==> src/tli_pkg.sv <==
// ----------------------------------------------------------------------------
// tli_pkg
// Shared types and constants of the table linear interpolator: field widths,
// op codes, controller states and the command/status bundles.
// ----------------------------------------------------------------------------
`default_nettype none

package tli_pkg;

  localparam int OP_W    = 2;
  localparam int PIDX_W  = 6;
  localparam int SLOT_W  = 10;
  localparam int VAL_W   = 32;
  localparam int TEMP_W  = 24;
  localparam int PC_W    = 7;
  localparam int RES_W   = 31;

  localparam int DIFF_W  = TEMP_W + 1;
  localparam int PROD_W  = VAL_W + DIFF_W;
  localparam int SUM_W   = PROD_W + 1;
  localparam int NUM2_W  = SUM_W + 2;
  localparam int NUM_W   = SUM_W;
  localparam int DEN_W   = DIFF_W + 1;
  localparam int REM_W   = DEN_W + RES_W;
  localparam int QCNT_W  = 5;
  localparam int DIV_STEPS = RES_W;

  localparam logic [RES_W-1:0] RES_MAX = {RES_W{1'b1}};
  localparam logic [PC_W-1:0]  PC_RESET = PC_W'(2);

  typedef enum logic [OP_W-1:0] {
    OP_LOAD_TEMP  = 2'd0,
    OP_LOAD_VALUE = 2'd1,
    OP_QUERY      = 2'd2
  } op_t;

  typedef enum logic [3:0] {
    S_IDLE,
    S_SCAN,
    S_FETCH_LO,
    S_FETCH_HI,
    S_CAPTURE,
    S_MUL_A,
    S_MUL_B,
    S_SUM,
    S_PREP,
    S_DIV_START,
    S_DIV_WAIT,
    S_DONE
  } state_t;

  typedef struct packed {
    logic query_load;
    logic wr_grid;
    logic wr_table;
    logic scan;
    logic rd_hi;
    logic cap_lo;
    logic cap_hi;
    logic mul_a;
    logic mul_b;
    logic sum;
    logic prep;
    logic div_go;
    logic out_load;
  } cmd_t;

  typedef struct packed {
    logic scan_done;
    logic skip;
    logic div_done;
  } status_t;

endpackage

`default_nettype wire

==> src/tli_ctrl.sv <==
// ----------------------------------------------------------------------------
// tli_ctrl
// Controller: accepts transactions, sequences scan, fetch, multiply,
// divide and result handoff for one query at a time.
// ----------------------------------------------------------------------------
`default_nettype none

module tli_ctrl (
  input  wire logic                    clk,
  input  wire logic                    rst,
  input  wire logic                    s_valid,
  input  wire logic [tli_pkg::OP_W-1:0] op,
  input  wire logic                    out_free,
  input  wire tli_pkg::status_t        stat,
  output logic                         s_ready,
  output tli_pkg::cmd_t                cmd
);
  import tli_pkg::*;

  state_t state, state_next;

  always_ff @(posedge clk) begin
    if (rst) begin
      state <= S_IDLE;
    end else begin
      state <= state_next;
    end
  end

  always_comb begin
    state_next = state;
    unique case (state)
      S_IDLE: begin
        if (s_valid && op == OP_QUERY) begin
          state_next = S_SCAN;
        end
      end
      S_SCAN: begin
        if (stat.scan_done) begin
          state_next = S_FETCH_LO;
        end
      end
      S_FETCH_LO:  state_next = S_FETCH_HI;
      S_FETCH_HI:  state_next = S_CAPTURE;
      S_CAPTURE:   state_next = S_MUL_A;
      S_MUL_A:     state_next = S_MUL_B;
      S_MUL_B:     state_next = S_SUM;
      S_SUM:       state_next = S_PREP;
      S_PREP:      state_next = stat.skip ? S_DONE : S_DIV_START;
      S_DIV_START: state_next = S_DIV_WAIT;
      S_DIV_WAIT: begin
        if (stat.div_done) begin
          state_next = S_DONE;
        end
      end
      S_DONE: begin
        if (out_free) begin
          state_next = S_IDLE;
        end
      end
      default: state_next = S_IDLE;
    endcase
  end

  always_comb begin
    cmd     = '0;
    s_ready = 1'b0;
    unique case (state)
      S_IDLE: begin
        s_ready = !rst;
        if (s_valid && !rst) begin
          unique case (op)
            OP_LOAD_TEMP:  cmd.wr_grid    = 1'b1;
            OP_LOAD_VALUE: cmd.wr_table   = 1'b1;
            OP_QUERY:      cmd.query_load = 1'b1;
            default: ;
          endcase
        end
      end
      S_SCAN:      cmd.scan   = 1'b1;
      S_FETCH_LO: ;
      S_FETCH_HI: begin
        cmd.rd_hi  = 1'b1;
        cmd.cap_lo = 1'b1;
      end
      S_CAPTURE:   cmd.cap_hi = 1'b1;
      S_MUL_A:     cmd.mul_a  = 1'b1;
      S_MUL_B:     cmd.mul_b  = 1'b1;
      S_SUM:       cmd.sum    = 1'b1;
      S_PREP:      cmd.prep   = 1'b1;
      S_DIV_START: cmd.div_go = 1'b1;
      S_DIV_WAIT: ;
      S_DONE:      cmd.out_load = out_free;
      default: ;
    endcase
  end

  a_query_to_scan: assert property (@(posedge clk) disable iff (rst)
    (state == S_IDLE && s_valid && op == OP_QUERY) |=> state == S_SCAN)
    else $error("query transaction did not start a scan");

  a_out_load_free: assert property (@(posedge clk) disable iff (rst)
    cmd.out_load |-> (out_free && state == S_DONE))
    else $error("result loaded into a busy output register");

endmodule

`default_nettype wire

==> config.mk <==
export PLATFORM = sky130hd
export DESIGN_NAME = tli_ctrl
export DESIGN_NICKNAME = d
export VERILOG_FILES = /design/src/tli_pkg.sv /design/src/tli_ctrl.sv
export SDC_FILE = /design/constraint.sdc
export NUM_CORES = 1
export LEC_CHECK = 0
export BUFFER_PORTS_ARGS = -buffer_cell sky130_fd_sc_hd__buf_2
export CAP_MARGIN = 20
export CORE_AREA = 10 10 47 49
export DETAILED_ROUTE_END_ITERATION = 16
export DIE_AREA = 0 0 57 59
export SYNTH_ARGS = -nofsm -noshare
export SYNTH_HDL_FRONTEND = slang
export SYNTH_SLANG_ARGS = --single-unit
==> constraint.sdc <==
create_clock -name clk -period 1.5 [get_ports clk]
set_input_delay 0.075 -clock clk [delete_from_list [all_inputs] [get_ports clk]]
set_output_delay 0.075 -clock clk [all_outputs]
set_load 0.01 [all_outputs]
==> results.ini <==
[outcome]
status=finished, final reports clean

[synth]
yosys.cell_types.count=27
synth_cells=53
yosysWarnings=0
syn_area_per_cell_um2=7.34
synth_seq_cells=4
synth.cell_area_um2=389
synthesis.nets=62
ys_seq_area_share_pct=20.6

[job]
maxCapViolCount=0

[global_routing]
top_usage_layer=met2
met1_usage_pct=7.01
grt_max_degree=15
antenna_found_initial=0
track_usage_pct=6.87
globalRouteMet3Util_pct=2.15
grt_pass1_vias=455
gr-usage-met2_pct=12.1
grt_overflow=0
grt_pass1_wl_mm=1.93

[worst_setup_path]
rr_startpoint=state[1]
worst-setup-path-type=reg2out
cp_max_fo=5
cp-start-kind=flop
worst-endpoint-required_ns=1.42
slowest_delay_ns=0.35
worstPathArrival_ns=1.42
ff2ff_path_depth=4
endpoint_kind=output port
cp_cell_sequence=or2_4 > nor4_4 > nor4bb_1 > buf_2
cp-startpoint=state[1]
cp.buffers_inverters=1
cp_slowest_cell=dfxtp_4
rr_endpoint=state[1]
crit_family=simple AND/OR/NAND/NOR gates
r2r_slack_ns=0.19

[clock_network]
clockRootBuffer=clkbuf_4
h-tree-depth=1
insertion_delay_ns=0.23
clk_pin_slew_ns=0.04
hold_buffers=0
clockBufferDepth=2
cts_tree=yes
cts-buffers-inserted=3
clock-sinks=4

[place]
io_buffers=22
place_area_um2=504
dp_hpwl_um=961
gp_congestion=0.810
pre_cts_ws_ns=0.170

[final_layout]
layout_commonest_cell=buf_2
nets=89
top_regs=state: 4 flops
largest_reg_flops=4
drive_gt1_share_pct=44.9
n_antenna_cell=0
final_area_um2=548
utilization_pct=39.1
layout_common_cells=buf_2, nor2_1, nand2_1, nor3_1, buf_4
syn_to_final_growth_pct=40.8
top_register=state
fillers=159

[floorplanning]
start_util_pct=27.8
rows=14
die-area_um2=3360
core_um2=1400
fp.dieH_um=59
ios=23
die_w_um=57

[sta]
setup_viol=0
skew_ns=0.000170
finalHoldViolations=0
whs_ns=0.124
setup_ws_ns=0.00566
finalCritPeriodShare_pct=99.6
maxSlewViolCount=0
finalCriticalPeriod_ns=1.49
clock.fmax_mhz=669
tightestPinTransition_ns=0.263
slew_headroom_pct=82.4
rsz0062_at_grt=yes

[power_and_ir_drop]
ir_drop_uv=410
power_uw=296
p_int_uw=221
p_comb_share_pct=16.1
power_density_nw_per_um2=539
switching_share_pct=25.3
switchingPower_uw=74.7
cellLeakagePower_nw=0.291
seq_power_share_pct=38.0
clock_power_share_pct=45.9

[drt]
detail_route.wl_per_cell_um=13.1
vias=445
via_per_inst=4.73
ant_nets=0
drt-initial-drc-count=5
firstDrtPassIters=3
drc=0
routed_wl_mm=1.24

[min_path]
hold_class=in2reg
holdPathStages=2
hp-start=rst
hold-path-endpoint=state[0]

-- worst reg2reg max path, stage by stage (launching register included) --
cell	delay (ns)
dfxtp_4	0.35
buf_4	0.13
and3b_1	0.17
o211a_1	0.25
o41ai_1	0.31
-- power groups by stage --
stage	Combinational (mW)	Sequential (mW)	Clock, mW
floorplan	0.0263	0.112	0
global placement	0.0453	0.116	0
detailed placement	0.0468	0.116	0
CTS	0.0470	0.114	0.143
global route	0.0518	0.113	0.156
finish	0.0477	0.112	0.136
-- timing repair --
action	4_1_cts	5_1_grt
setup endpoints to repair	2	3
setup buffers	0	2
resized for setup	2	2
gates cloned	0	0
pin swaps	0	1
-- cell usage after synthesis --
master	number	area share [%]
a31oi_1	1	1.6
nor2b_1	1	1.6
xnor2_1	1	2.3
nand3_1	3	3.9
o21ai_0	1	1.3
a211o_1	1	2.3
a21oi_1	2	2.6
buf_6	2	5.8
inv_1	1	0.96
nand2b_1	2	3.2
nor4bb_1	1	2.6
o211a_1	1	2.6
buf_4	1	1.9
nor3b_1	1	1.9
clkbuf_1	2	1.9
o41ai_1	1	2.3
o32a_1	1	2.6
dfxtp_1	4	21
and3b_1	2	4.5
or2b_1	1	1.9
or2_4	1	2.3
nor2_1	9	8.7
nor4_4	1	5.5
nand2_1	5	4.8
nor3_1	5	6.4
and4b_1	1	2.6
and2_1	1	1.6
-- logic make-up after synthesis --
family	after synthesis	synth area share, %
buf+inv	6	10.6
compound gates	8	15.1
flops	4	20.6
xor+xnor	1	2.25
simple gates	34	51.4
-- layer usage --
| layer | share of wire (%) | vias up | routed length [µm] |
|---|---|---|---|
| met5 | 0 | - | 0 |
| met4 | 0 | 0 | 0 |
| met3 | 5.7 | 0 | 70 |
| met2 | 55 | 9 | 675 |
| met1 | 40 | 200 | 489 |
| li1 | - | 236 | - |
-- worst max path at each step --
stage | depth (start not counted) | endpoint
after floorplan | 4 | cmd[11]
after detailed placement | 4 | state[0]
after CTS | 4 | cmd[11]
after global placement | 4 | state[1]
final | 4 | cmd[11]
after global routing | 4 | cmd[11]
-- metrics by stage --
step                instances  setup TNS (ns)
floorplan                  53               0
global placement           89               0
detailed placement         89               0
CTS                        92         -0.0241
global route               94          -0.119
finish                     94               0
-- final cells by class --
type | count | area (µm²) | share of cell area (%)
clock buffers | 3 | 22.5 | 4.11
multi-input cells | 43 | 268 | 48.9
well taps | 16 | 20.0 | 3.65
flip-flops and latches | 4 | 86.3 | 15.8
inverters | 1 | 3.75 | 0.685
repair buffers | 27 | 148 | 26.9
(Power assumes the default switching activity.)
